## src/hdl/assert_macros.svh

```systemverilog
// Assertion macros shared by the decoder RTL.
// Expects clk and rst_n (active low) in the scope of each use.
`ifndef ASSERT_MACROS_SVH
`define ASSERT_MACROS_SVH

// Property must hold at every clock edge outside reset.
`define ASSERT_CLK(label, prop, msg) \
    label: assert property (@(posedge clk) disable iff (!rst_n) prop) \
        else $error(msg);

// Condition must never be seen at a clock edge outside reset.
`define ASSERT_NEVER(label, cond, msg) \
    label: assert property (@(posedge clk) disable iff (!rst_n) !(cond)) \
        else $error(msg);

`endif

```

## src/hdl/recd_pkg.sv

```systemverilog
// Package for the rotary encoder click decoder: constants, codes and the
// front-to-back command type. No dependencies.
`default_nettype none

package recd_pkg;

    localparam int QUEUE_DEPTH_DEF = 16;
    localparam int TIMER_BITS_DEF  = 16;

    localparam int CFG_W = 16;
    localparam logic [CFG_W-1:0] DEBOUNCE_RESET = 16'd1000;

    // Command queue between front and back
    localparam int CMD_FIFO_DEPTH = 4;

    localparam logic FUNC_TICK = 1'b0;
    localparam logic FUNC_POP  = 1'b1;

    localparam int CNT_W = 8;
    localparam logic signed [CNT_W-1:0] CNT_MAX  = 8'sh7f;
    localparam logic signed [CNT_W-1:0] CNT_MIN  = 8'sh80;
    localparam logic signed [CNT_W-1:0] CNT_ONE  = 8'sh01;
    localparam logic signed [CNT_W-1:0] CNT_MONE = 8'shff;
    localparam logic signed [CNT_W-1:0] CNT_ZERO = 8'sh00;

    typedef enum logic {
        CMD_CLICK = 1'b0,
        CMD_POP   = 1'b1
    } cmd_kind_t;

    typedef struct packed {
        cmd_kind_t kind;
        logic      dir;
    } cmd_t;

endpackage

`default_nettype wire

```

## src/hdl/recd_in_if.sv

```systemverilog
// Input channel of the decoder: valid/ready plus one sample or pop item.
// No dependencies.
`default_nettype none

interface recd_in_if;
    logic valid;
    logic ready;
    logic func;
    logic line_a_active;
    logic line_b_active;

    modport source (output valid, func, line_a_active, line_b_active, input ready);
    modport sink   (input valid, func, line_a_active, line_b_active, output ready);
endinterface

`default_nettype wire

```

## src/hdl/recd_out_if.sv

```systemverilog
// Output channel of the decoder: valid/ready plus one click count result.
// No dependencies.
`default_nettype none

interface recd_out_if;
    logic              valid;
    logic              ready;
    logic signed [7:0] click_count;
    logic              count_valid;

    modport source (output valid, click_count, count_valid, input ready);
    modport sink   (input valid, click_count, count_valid, output ready);
endinterface

`default_nettype wire

```

## src/hdl/recd_front.sv

```systemverilog
// Front end: accepts items, debounces both lines, tracks direction and
// half clicks, and issues click/pop commands. Uses recd_pkg, recd_in_if.
`default_nettype none
`include "assert_macros.svh"

module recd_front #(
    parameter int TIMER_BITS = recd_pkg::TIMER_BITS_DEF
) (
    input  wire logic                       clk,
    input  wire logic                       rst_n,
    input  wire logic                       cfg_wr_en,
    input  wire logic [recd_pkg::CFG_W-1:0] cfg_wr_data,
    recd_in_if.sink                         in_ch,
    output logic                            cmd_valid,
    output recd_pkg::cmd_t                  cmd,
    input  wire logic                       cmd_ready
);

    localparam int TW = TIMER_BITS;
    localparam int CW = recd_pkg::CFG_W;

    typedef struct packed {
        logic dir_known;
        logic last_dir;
        logic last_trig_a;
        logic half;
    } cls_t;

    typedef struct packed {
        logic [TW-1:0] timer;
        logic          waiting;
        logic          fire;
    } line_res_t;

    typedef struct packed {
        cls_t st;
        logic click;
        logic dir;
    } evt_res_t;

    logic [CW-1:0] dbnc_reg;
    logic          prev_a_reg, prev_b_reg;
    logic [TW-1:0] timer_a_reg, timer_b_reg;
    logic          wait_a_reg, wait_b_reg;
    cls_t          cls_reg, cls_mid, cls_next;

    logic [TW-1:0] load_val;
    line_res_t     res_a, res_b;
    evt_res_t      ev_a, ev_b;
    logic          accept, is_tick, click_a, click_b;

    generate
        if (TW > CW) begin : g_load_wide
            assign load_val = {{(TW-CW){1'b0}}, dbnc_reg};
        end else if (TW == CW) begin : g_load_eq
            assign load_val = dbnc_reg;
        end else begin : g_load_sat
            localparam logic [CW-1:0] TMAX = CW'((1 << TW) - 1);
            assign load_val = (dbnc_reg > TMAX) ? TW'(TMAX) : dbnc_reg[TW-1:0];
        end
    endgenerate

    function automatic line_res_t line_tick(input logic level, input logic prev,
                                            input logic [TW-1:0] timer,
                                            input logic waiting,
                                            input logic [TW-1:0] load);
        line_res_t r;
        r.timer   = timer;
        r.waiting = waiting;
        r.fire    = 1'b0;
        if (level && !prev)
        begin
            r.timer   = load;
            r.waiting = 1'b1;
        end
        else if (waiting)
        begin
            if (timer <= TW'(1))
            begin
                r.timer   = '0;
                r.waiting = 1'b0;
                r.fire    = level;
            end
            else
            begin
                r.timer = timer - TW'(1);
            end
        end
        return r;
    endfunction

    // Direction change re-arms; alternating lines in one direction count halves.
    function automatic evt_res_t commit_event(input cls_t st, input logic trig_a,
                                              input logic other);
        evt_res_t r;
        logic     dir;
        dir     = (trig_a == other);
        r.st    = st;
        r.click = 1'b0;
        r.dir   = dir;
        if (!st.dir_known || (st.last_dir != dir))
        begin
            r.st.dir_known   = 1'b1;
            r.st.last_dir    = dir;
            r.st.last_trig_a = trig_a;
            r.st.half        = 1'b1;
        end
        else if (st.last_trig_a != trig_a)
        begin
            r.st.last_trig_a = trig_a;
            if (st.half)
            begin
                r.click   = 1'b1;
                r.st.half = 1'b0;
            end
            else
            begin
                r.st.half = 1'b1;
            end
        end
        return r;
    endfunction

    assign in_ch.ready = cmd_ready;
    assign accept      = in_ch.valid && cmd_ready;
    assign is_tick     = (in_ch.func == recd_pkg::FUNC_TICK);

    // Line A is handled first; line B sees the state A left behind.
    always_comb
    begin
        res_a    = line_tick(in_ch.line_a_active, prev_a_reg, timer_a_reg, wait_a_reg,
                             load_val);
        res_b    = line_tick(in_ch.line_b_active, prev_b_reg, timer_b_reg, wait_b_reg,
                             load_val);
        ev_a     = commit_event(cls_reg, 1'b1, in_ch.line_b_active);
        cls_mid  = res_a.fire ? ev_a.st : cls_reg;
        ev_b     = commit_event(cls_mid, 1'b0, in_ch.line_a_active);
        cls_next = res_b.fire ? ev_b.st : cls_mid;
        click_a  = res_a.fire && ev_a.click;
        click_b  = res_b.fire && ev_b.click;
    end

    // At most one click can come out of one tick.
    always_comb
    begin
        cmd.kind  = is_tick ? recd_pkg::CMD_CLICK : recd_pkg::CMD_POP;
        cmd.dir   = click_a ? ev_a.dir : ev_b.dir;
        cmd_valid = accept && (!is_tick || click_a || click_b);
    end

    always_ff @(posedge clk or negedge rst_n)
    begin
        if (!rst_n)
        begin
            dbnc_reg <= recd_pkg::DEBOUNCE_RESET;
        end
        else if (cfg_wr_en)
        begin
            dbnc_reg <= cfg_wr_data;
        end
    end

    always_ff @(posedge clk or negedge rst_n)
    begin
        if (!rst_n)
        begin
            prev_a_reg  <= 1'b0;
            prev_b_reg  <= 1'b0;
            timer_a_reg <= '0;
            timer_b_reg <= '0;
            wait_a_reg  <= 1'b0;
            wait_b_reg  <= 1'b0;
            cls_reg     <= '0;
        end
        else if (accept && is_tick)
        begin
            prev_a_reg  <= in_ch.line_a_active;
            prev_b_reg  <= in_ch.line_b_active;
            timer_a_reg <= res_a.timer;
            timer_b_reg <= res_b.timer;
            wait_a_reg  <= res_a.waiting;
            wait_b_reg  <= res_b.waiting;
            cls_reg     <= cls_next;
        end
    end

    `ASSERT_CLK(a_pop_holds_timers, (accept && !is_tick) |=> ($stable(timer_a_reg) && $stable(timer_b_reg) && $stable(cls_reg)), "pop item changed debounce state")

endmodule

`default_nettype wire

```

## src/hdl/recd_cmd_fifo.sv

```systemverilog
// Short command queue between the front end and the click queue back end.
// Uses recd_pkg (command type, depth).
`default_nettype none
`include "assert_macros.svh"

module recd_cmd_fifo (
    input  wire logic      clk,
    input  wire logic      rst_n,
    input  wire logic      push_valid,
    input  recd_pkg::cmd_t push_cmd,
    output logic           push_ready,
    output logic           pop_valid,
    output recd_pkg::cmd_t pop_cmd,
    input  wire logic      pop_ready
);

    localparam int DEPTH = recd_pkg::CMD_FIFO_DEPTH;
    localparam int PTR_W = $clog2(DEPTH);
    localparam int CNT_W = $clog2(DEPTH + 1);

    recd_pkg::cmd_t   slot_reg [DEPTH];
    logic [PTR_W-1:0] wr_ptr_reg, rd_ptr_reg;
    logic [CNT_W-1:0] cnt_reg;
    logic             full_reg;
    logic             do_push, do_pop;

    assign push_ready = !full_reg;
    assign pop_valid  = (cnt_reg != '0);
    assign pop_cmd    = slot_reg[rd_ptr_reg];
    assign do_push    = push_valid && !full_reg;
    assign do_pop     = pop_valid && pop_ready;

    always_ff @(posedge clk)
    begin
        if (do_push)
        begin
            slot_reg[wr_ptr_reg] <= push_cmd;
        end
    end

    always_ff @(posedge clk or negedge rst_n)
    begin
        if (!rst_n)
        begin
            wr_ptr_reg <= '0;
            rd_ptr_reg <= '0;
            cnt_reg    <= '0;
            full_reg   <= 1'b0;
        end
        else
        begin
            if (do_push)
            begin
                wr_ptr_reg <= (wr_ptr_reg == PTR_W'(DEPTH - 1)) ? '0 : wr_ptr_reg + 1'b1;
            end
            if (do_pop)
            begin
                rd_ptr_reg <= (rd_ptr_reg == PTR_W'(DEPTH - 1)) ? '0 : rd_ptr_reg + 1'b1;
            end
            if (do_push && !do_pop)
            begin
                cnt_reg  <= cnt_reg + 1'b1;
                full_reg <= (cnt_reg == CNT_W'(DEPTH - 1));
            end
            else if (do_pop && !do_push)
            begin
                cnt_reg  <= cnt_reg - 1'b1;
                full_reg <= 1'b0;
            end
        end
    end

    `ASSERT_NEVER(a_no_overflow, push_valid && full_reg, "command pushed into full queue")
    `ASSERT_CLK(a_full_flag, full_reg == (cnt_reg == CNT_W'(DEPTH)), "full flag out of step with count")

endmodule

`default_nettype wire

```

## src/hdl/recd_back.sv

```systemverilog
// Back end: click queue with merge/saturate and drop-oldest, pop reads
// and the output register. Uses recd_pkg, recd_out_if.
`default_nettype none
`include "assert_macros.svh"

module recd_back #(
    parameter int QUEUE_DEPTH = recd_pkg::QUEUE_DEPTH_DEF
) (
    input  wire logic      clk,
    input  wire logic      rst_n,
    input  wire logic      cmd_valid,
    input  recd_pkg::cmd_t cmd,
    output logic           cmd_ready,
    recd_out_if.source     out_ch
);

    localparam int IDX_W = (QUEUE_DEPTH > 1) ? $clog2(QUEUE_DEPTH) : 1;
    localparam int QC_W  = $clog2(QUEUE_DEPTH + 1);
    localparam int VW    = recd_pkg::CNT_W;

    logic signed [VW-1:0] store_mem [QUEUE_DEPTH];
    logic signed [VW-1:0] rd_data_reg;
    logic                 resp_flag_reg, resp_valid_reg;
    logic [IDX_W-1:0]     head_reg, tail_reg, last_idx_reg;
    logic [QC_W-1:0]      cnt_reg;
    logic signed [VW-1:0] last_val_reg, last_val_next;

    logic             slot_free, do_cmd, do_pop, do_click;
    logic             empty, full, merge;
    logic [IDX_W-1:0] wr_addr, head_inc, tail_inc;

    assign slot_free = !resp_valid_reg || out_ch.ready;
    assign cmd_ready = (cmd.kind == recd_pkg::CMD_CLICK) || slot_free;
    assign do_cmd    = cmd_valid && cmd_ready;
    assign do_pop    = do_cmd && (cmd.kind == recd_pkg::CMD_POP);
    assign do_click  = do_cmd && (cmd.kind == recd_pkg::CMD_CLICK);

    assign empty    = (cnt_reg == '0);
    assign full     = (cnt_reg == QC_W'(QUEUE_DEPTH));
    assign head_inc = (head_reg == IDX_W'(QUEUE_DEPTH - 1)) ? '0 : head_reg + 1'b1;
    assign tail_inc = (tail_reg == IDX_W'(QUEUE_DEPTH - 1)) ? '0 : tail_reg + 1'b1;

    // Newest entry is kept in a register, so a merge needs no memory read.
    assign merge   = !empty && ((last_val_reg > recd_pkg::CNT_ZERO) == cmd.dir);
    assign wr_addr = merge ? last_idx_reg : tail_reg;

    always_comb
    begin
        if (!merge)
        begin
            last_val_next = cmd.dir ? recd_pkg::CNT_ONE : recd_pkg::CNT_MONE;
        end
        else if (cmd.dir)
        begin
            last_val_next = (last_val_reg == recd_pkg::CNT_MAX) ? last_val_reg
                                                                  : last_val_reg + 8'sd1;
        end
        else
        begin
            last_val_next = (last_val_reg == recd_pkg::CNT_MIN) ? last_val_reg
                                                                  : last_val_reg - 8'sd1;
        end
    end

    assign out_ch.valid       = resp_valid_reg;
    assign out_ch.count_valid = resp_flag_reg;
    assign out_ch.click_count = resp_flag_reg ? rd_data_reg : recd_pkg::CNT_ZERO;

    always_ff @(posedge clk)
    begin
        if (do_click)
        begin
            store_mem[wr_addr] <= last_val_next;
            last_val_reg       <= last_val_next;
        end
        if (do_pop)
        begin
            rd_data_reg <= store_mem[head_reg];
        end
    end

    always_ff @(posedge clk or negedge rst_n)
    begin
        if (!rst_n)
        begin
            head_reg       <= '0;
            tail_reg       <= '0;
            last_idx_reg   <= '0;
            cnt_reg        <= '0;
            resp_flag_reg  <= 1'b0;
            resp_valid_reg <= 1'b0;
        end
        else
        begin
            if (do_click && !merge)
            begin
                tail_reg     <= tail_inc;
                last_idx_reg <= tail_reg;
                if (full)
                begin
                    head_reg <= head_inc; // drop oldest
                end
                else
                begin
                    cnt_reg <= cnt_reg + 1'b1;
                end
            end
            else if (do_pop && !empty)
            begin
                head_reg <= head_inc;
                cnt_reg  <= cnt_reg - 1'b1;
            end

            if (do_pop)
            begin
                resp_valid_reg <= 1'b1;
                resp_flag_reg  <= !empty;
            end
            else if (out_ch.ready)
            begin
                resp_valid_reg <= 1'b0;
            end
        end
    end

    `ASSERT_CLK(a_cnt_bound, cnt_reg <= QC_W'(QUEUE_DEPTH), "click queue count over depth")
    `ASSERT_CLK(a_newest_nonzero, (cnt_reg != '0) |-> (last_val_reg != recd_pkg::CNT_ZERO), "newest entry holds zero")
    `ASSERT_CLK(a_pop_dec, (do_pop && !empty) |=> (cnt_reg == $past(cnt_reg) - 1'b1), "pop did not take an entry")

endmodule

`default_nettype wire

```

## src/hdl/rotary_encoder_click_decoder_top.sv

```systemverilog
// Top level of the rotary encoder click decoder.
// Uses recd_pkg, recd_in_if, recd_out_if, recd_front, recd_cmd_fifo, recd_back.
//
// Usage:
//   in_ch carries one item per handshake (valid && ready): func = 0 is a sample
//   tick with both line levels, func = 1 pops the oldest click count.
//   out_ch returns one item per pop: click_count and count_valid (0 when the
//   click queue was empty). Ticks return nothing.
//   cfg_wr_en/cfg_wr_data write debounce_ticks (reset 1000); write only when idle.
//   Throughput: one item per cycle while the command queue has room. The front
//   end handles a tick in the cycle it is accepted; commands pass a 4-deep
//   queue to the back end, which does one click update or one pop read per
//   cycle (a pop waits while a result is held) on a single-port click
//   memory and an output register. When out_ch stalls, the held result stays
//   put, clicks behind a waiting pop stay in the command queue, and in_ch.ready
//   drops once that queue fills. Reset clears timers, direction state and the
//   click queue (empty); the click memory itself needs no clearing pass.
`default_nettype none

module rotary_encoder_click_decoder_top #(
    parameter int QUEUE_DEPTH = recd_pkg::QUEUE_DEPTH_DEF,
    parameter int TIMER_BITS  = recd_pkg::TIMER_BITS_DEF
) (
    input  wire logic                       clk,
    input  wire logic                       rst_n,
    input  wire logic                       cfg_wr_en,
    input  wire logic [recd_pkg::CFG_W-1:0] cfg_wr_data,
    recd_in_if.sink                         in_ch,
    recd_out_if.source                      out_ch
);

    logic           f_valid, f_ready;
    recd_pkg::cmd_t f_cmd;
    logic           b_valid, b_ready;
    recd_pkg::cmd_t b_cmd;

    recd_front #(
        .TIMER_BITS (TIMER_BITS)
    ) u_front (
        .clk         (clk),
        .rst_n       (rst_n),
        .cfg_wr_en   (cfg_wr_en),
        .cfg_wr_data (cfg_wr_data),
        .in_ch       (in_ch),
        .cmd_valid   (f_valid),
        .cmd         (f_cmd),
        .cmd_ready   (f_ready)
    );

    recd_cmd_fifo u_fifo (
        .clk        (clk),
        .rst_n      (rst_n),
        .push_valid (f_valid),
        .push_cmd   (f_cmd),
        .push_ready (f_ready),
        .pop_valid  (b_valid),
        .pop_cmd    (b_cmd),
        .pop_ready  (b_ready)
    );

    recd_back #(
        .QUEUE_DEPTH (QUEUE_DEPTH)
    ) u_back (
        .clk       (clk),
        .rst_n     (rst_n),
        .cmd_valid (b_valid),
        .cmd       (b_cmd),
        .cmd_ready (b_ready),
        .out_ch    (out_ch)
    );

endmodule

`default_nettype wire

```

## src/flat_wrapper.sv

```systemverilog
// flat-port wrapper written by rule: the top's interface ports become plain ports
module rotary_encoder_click_decoder_top_flat 
#(
    parameter int QUEUE_DEPTH = recd_pkg::QUEUE_DEPTH_DEF,
    parameter int TIMER_BITS  = recd_pkg::TIMER_BITS_DEF
)
  (clk, rst_n, cfg_wr_en, cfg_wr_data, in_ch_valid, in_ch_func, in_ch_line_a_active, in_ch_line_b_active, in_ch_ready, out_ch_valid, out_ch_click_count, out_ch_count_valid, out_ch_ready);
  recd_in_if in_ch_i ();
  recd_out_if out_ch_i ();
  input  wire logic clk;
  input  wire logic rst_n;
  input  wire logic cfg_wr_en;
  input  wire logic [recd_pkg::CFG_W-1:0] cfg_wr_data;
  input wire logic [$bits(in_ch_i.valid)-1:0] in_ch_valid;
  input wire logic [$bits(in_ch_i.func)-1:0] in_ch_func;
  input wire logic [$bits(in_ch_i.line_a_active)-1:0] in_ch_line_a_active;
  input wire logic [$bits(in_ch_i.line_b_active)-1:0] in_ch_line_b_active;
  output wire logic [$bits(in_ch_i.ready)-1:0] in_ch_ready;
  output wire logic [$bits(out_ch_i.valid)-1:0] out_ch_valid;
  output wire logic [$bits(out_ch_i.click_count)-1:0] out_ch_click_count;
  output wire logic [$bits(out_ch_i.count_valid)-1:0] out_ch_count_valid;
  input wire logic [$bits(out_ch_i.ready)-1:0] out_ch_ready;
  assign in_ch_i.valid = in_ch_valid;
  assign in_ch_i.func = in_ch_func;
  assign in_ch_i.line_a_active = in_ch_line_a_active;
  assign in_ch_i.line_b_active = in_ch_line_b_active;
  assign in_ch_ready = in_ch_i.ready;
  assign out_ch_valid = out_ch_i.valid;
  assign out_ch_click_count = out_ch_i.click_count;
  assign out_ch_count_valid = out_ch_i.count_valid;
  assign out_ch_i.ready = out_ch_ready;
  rotary_encoder_click_decoder_top #(.QUEUE_DEPTH(QUEUE_DEPTH), .TIMER_BITS(TIMER_BITS)) u_core (.clk(clk), .rst_n(rst_n), .cfg_wr_en(cfg_wr_en), .cfg_wr_data(cfg_wr_data), .in_ch(in_ch_i), .out_ch(out_ch_i));
endmodule
```

## config.mk

```make
export PLATFORM = sky130hd
export DESIGN_NAME = rotary_encoder_click_decoder_top_flat
export DESIGN_NICKNAME = d
export VERILOG_FILES = /design/src/hdl/recd_pkg.sv /design/src/hdl/recd_in_if.sv /design/src/hdl/recd_out_if.sv /design/src/hdl/recd_front.sv /design/src/hdl/recd_cmd_fifo.sv /design/src/hdl/recd_back.sv /design/src/hdl/rotary_encoder_click_decoder_top.sv /design/src/flat_wrapper.sv
export VERILOG_INCLUDE_DIRS = /design/src /design/src/hdl
export SDC_FILE = /design/constraint.sdc
export NUM_CORES = 1
export LEC_CHECK = 0
export ABC_AREA = 1
export BUFFER_PORTS_ARGS = -buffer_cell sky130_fd_sc_hd__buf_4
export CORE_MARGIN = 1.5
export CORE_UTILIZATION = 62
export CTS_BUF_LIST = sky130_fd_sc_hd__clkbuf_16
export DETAILED_ROUTE_END_ITERATION = 12
export PLACE_DENSITY_LB_ADDON = 0.08
export SYNTH_ARGS = -nofsm -noshare
export SYNTH_HDL_FRONTEND = slang
export SYNTH_HIERARCHICAL = 1
export SYNTH_SLANG_ARGS = --single-unit
```

## constraint.sdc

```tcl
create_clock -name clk -period 3.8 [get_ports clk]
set_input_delay 0.19 -clock clk [delete_from_list [all_inputs] [get_ports clk]]
set_output_delay 0.19 -clock clk [all_outputs]
set_load 0.01 [all_outputs]
```

==> flow_summary.yaml <==
outcome:
  outcome: "finished, violations left"
  violations: "DRC"
worst_hold_path:
  min_path_cells: 3
  holdCritPathClass: "in -> reg"
cells_and_area:
  area.growth.synth_to_final_pct: 12.5
  drive_gt1_share_pct: 13.9
  postLayoutCoreUtil_pct: 71.8
  final_common_cell: "nand2_1"
  fin_nets: 1254
  post-route-cell-area_um2: 13000
  largest_reg_flops: 128
  mostFrequentLayoutCells: "nand2_1 (175), nor2_1 (160), edfxtp_1 (152)"
  largest-register: "u_core/u_back/store_mem"
  diodes: 0
  n_fill_cell: 1293
sta:
  layout_setup_ws_ns: 0.613
  slew_headroom_pct: 37.3
  worstMarginPinSlew_ns: 0.939
  fin_crit_ns: 3.19
  finClkSkew_ns: 0.0114
  finalSetupViolCount: 0
  drv_slew: 0
  rsz0062_at_grt: "no"
  fin_crit_sh_pct: 83.9
  final.setup.tns_ns: 0
  hold_violations: 0
  fmax_mhz: 314
global_routing:
  grt_pass1_wl_um: 40700
  grt_max_degree: 67
  first_global_vias: 8012
  antenna_found_initial: 0
  grt_usage_pct: 26.6
  grt_overflow_total: 0
yosys:
  yosysSeqAreaShare_pct: 57.6
  syn_avg_cell_area_um2: 10.0
  ys_seq_elements: 235
  synth-edff-count: 152
  yosysWarningCount: 6
  syn_area_um2: 11500
  async_reset_ff_share_pct: 35.3
  syn-num-nets: 1197
  synth-main-ff-cell: "edfxtp_1"
  syn_inst: 1151
  synth_cell_type_count: 47
critical_path:
  start_kind: "flip-flop"
  crit_fanout: 6
  crit_type: "reg -> reg"
  crit_path_end_kind: "flip-flop"
  rr_worst_depth: 24
  arrival_ns: 3.59
  critPathRequiredTime_ns: 4.21
drt:
  drc: 4
  drtIter0Drc: 641
  dr_wl_met2_um: 12300
  drtAntennaViolNets: 0
  num_vias: 8275
  met1_length_um: 10600
  top_layer_used: "met4"
  via_per_inst: 5.69
  wirelength_um: 24900
  route.met3.wl_um: 1280
  wire_per_inst_um: 17.1
  dr.pass1.iters: 9
floorplanning:
  chipWidth_um: 139
  dieArea_um2: 19400
  initial_core_util_pct: 63.8
  core-area_um2: 18100
  io_pins: 35
  num_rows: 49
  fp.dieH_um: 139
place:
  dp_slack_ns: 0.635
  post-dp-hpwl_um: 16800
  place_area_um2: 12000
  port_buffers: 34
  place.gp.congestion: 0.879
clock_tree:
  path_clk_slew_ns: 0.06
  clockRootBuffer: "clkbuf_16"
  cts_htree_levels: 1
  clock_latency_ns: 0.52
  clock_path_buffers: 3
  post_cts_buffers: 0
  clock_sinks: 235
  cts_tree: "built"
  numCtsBuffers: 25
power:
  p_per_area_nw_per_um2: 396
  p_leak_nw: 5.26
  peakVddDrop_mv: 0.402
flow_run:
  cap_violations: 0
==> layout make-up <==
type                       count  area (µm²)  area share (%)
inverter                     127         477            3.67
sequential                   235        6650            51.2
clock inverter                19         134            1.03
clock buffer                  26         651            5.01
multi-input combinational    753        4240            32.7
tap                          229         287            2.21
timing repair buffer          66         546            4.20
==> per-stage QoR <==
stage | hold WS, ns | instances | power [mW]
finish | 0.0115 | 1455 | 5.15
global route | 0.0151 | 1455 | 5.30
CTS | 0.000289 | 1455 | 5.19
detailed placement | 0.270 | 1390 | 2.86
global placement | 0.268 | 1390 | 2.86
floorplan | -0.106 | 1151 | 2.81
==> power breakdown <==
group	switching (mW)	internal, mW
clock network	0.954	1.37
registers	0.0175	2.72
logic	0.0420	0.0424
total	1.01	4.13
==> cell families after synthesis <==
group           count (synthesis)  synth area share (%)
compound gates                205                  11.1
xor+xnor                       40                  3.04
fa+ha+maj                      22                  2.52
buf+inv                       163                  5.61
flops                         235                  57.6
mux                            23                  2.10
simple gates                  463                  18.0
==> layer usage <==
layer | global-route usage [%] | vias to the layer above
li1 | - | 4053
met1 | 34.8 | 3942
met2 | 45.9 | 227
met3 | 3.65 | 53
met4 | 9.01 | 0
met5 | 0 | -
==> critical path: stages (launching register included) <==
cell,delay [ns]
dfrtp_1,0.40
inv_1,0.10
ha_1,0.32
inv_2,0.04
nand2_1,0.06
nand2_1,0.05
nor2_2,0.09
nand4_2,0.14
nand2_1,0.10
o21ai_1,0.08
inv_1,0.06
ha_1,0.13
inv_1,0.03
nor2_1,0.10
nand3_1,0.10
a21oi_2,0.13
nand2_2,0.10
inv_2,0.09
ha_1,0.20
inv_1,0.08
fa_1,0.38
nand2_1,0.10
nand3_1,0.07
nand2_1,0.06
nand2_1,0.04
==> Yosys cell counts, types with 14 or more instances <==
cell type / instances / share of area (%)
xor2_1: 37 / 2.8
clkbuf_1: 20 / 0.65
inv_1: 109 / 3.5
ha_1: 20 / 2.2
dfrtp_1: 77 / 17
inv_2: 17 / 0.55
nand2_1: 175 / 5.7
edfxtp_1: 152 / 40
o21ai_0: 82 / 3.6
nor2_2: 14 / 0.76
o32ai_1: 19 / 1.4
nand2_2: 15 / 0.81
nor2_1: 160 / 5.2
a21oi_1: 44 / 1.9
o221ai_1: 14 / 1.1
nand3_1: 62 / 2.7
==> final timing paths <==
check / slack, ns / from / end
hold / removal: 0.01 / in_ch_line_b_active / u_core/u_front/prev_b_reg
hold reg to reg: 0.48 / u_core/u_back/cnt_reg[4] / u_core/u_back/cnt_reg[4]
max in group asynchronous: 2.63 / rst_n / u_core/u_front/dbnc_reg[9]
min in group asynchronous: 0.25 / rst_n / u_core/u_front/dbnc_reg[4]
setup reg to reg: 0.61 / u_core/u_front/timer_a_reg[0] / u_core/u_fifo/cnt_reg[2]
setup / recovery: 0.61 / u_core/u_front/timer_a_reg[0] / u_core/u_fifo/cnt_reg[2]
==> what timing repair did <==
item                                    in CTS  in global routing
resized for setup                            0                  0
hold buffers                                20                  0
endpoints found under the setup margin       0                  0
hold endpoints to repair                    72                  0
Note: power is estimated with default switching activity, not from simulation.
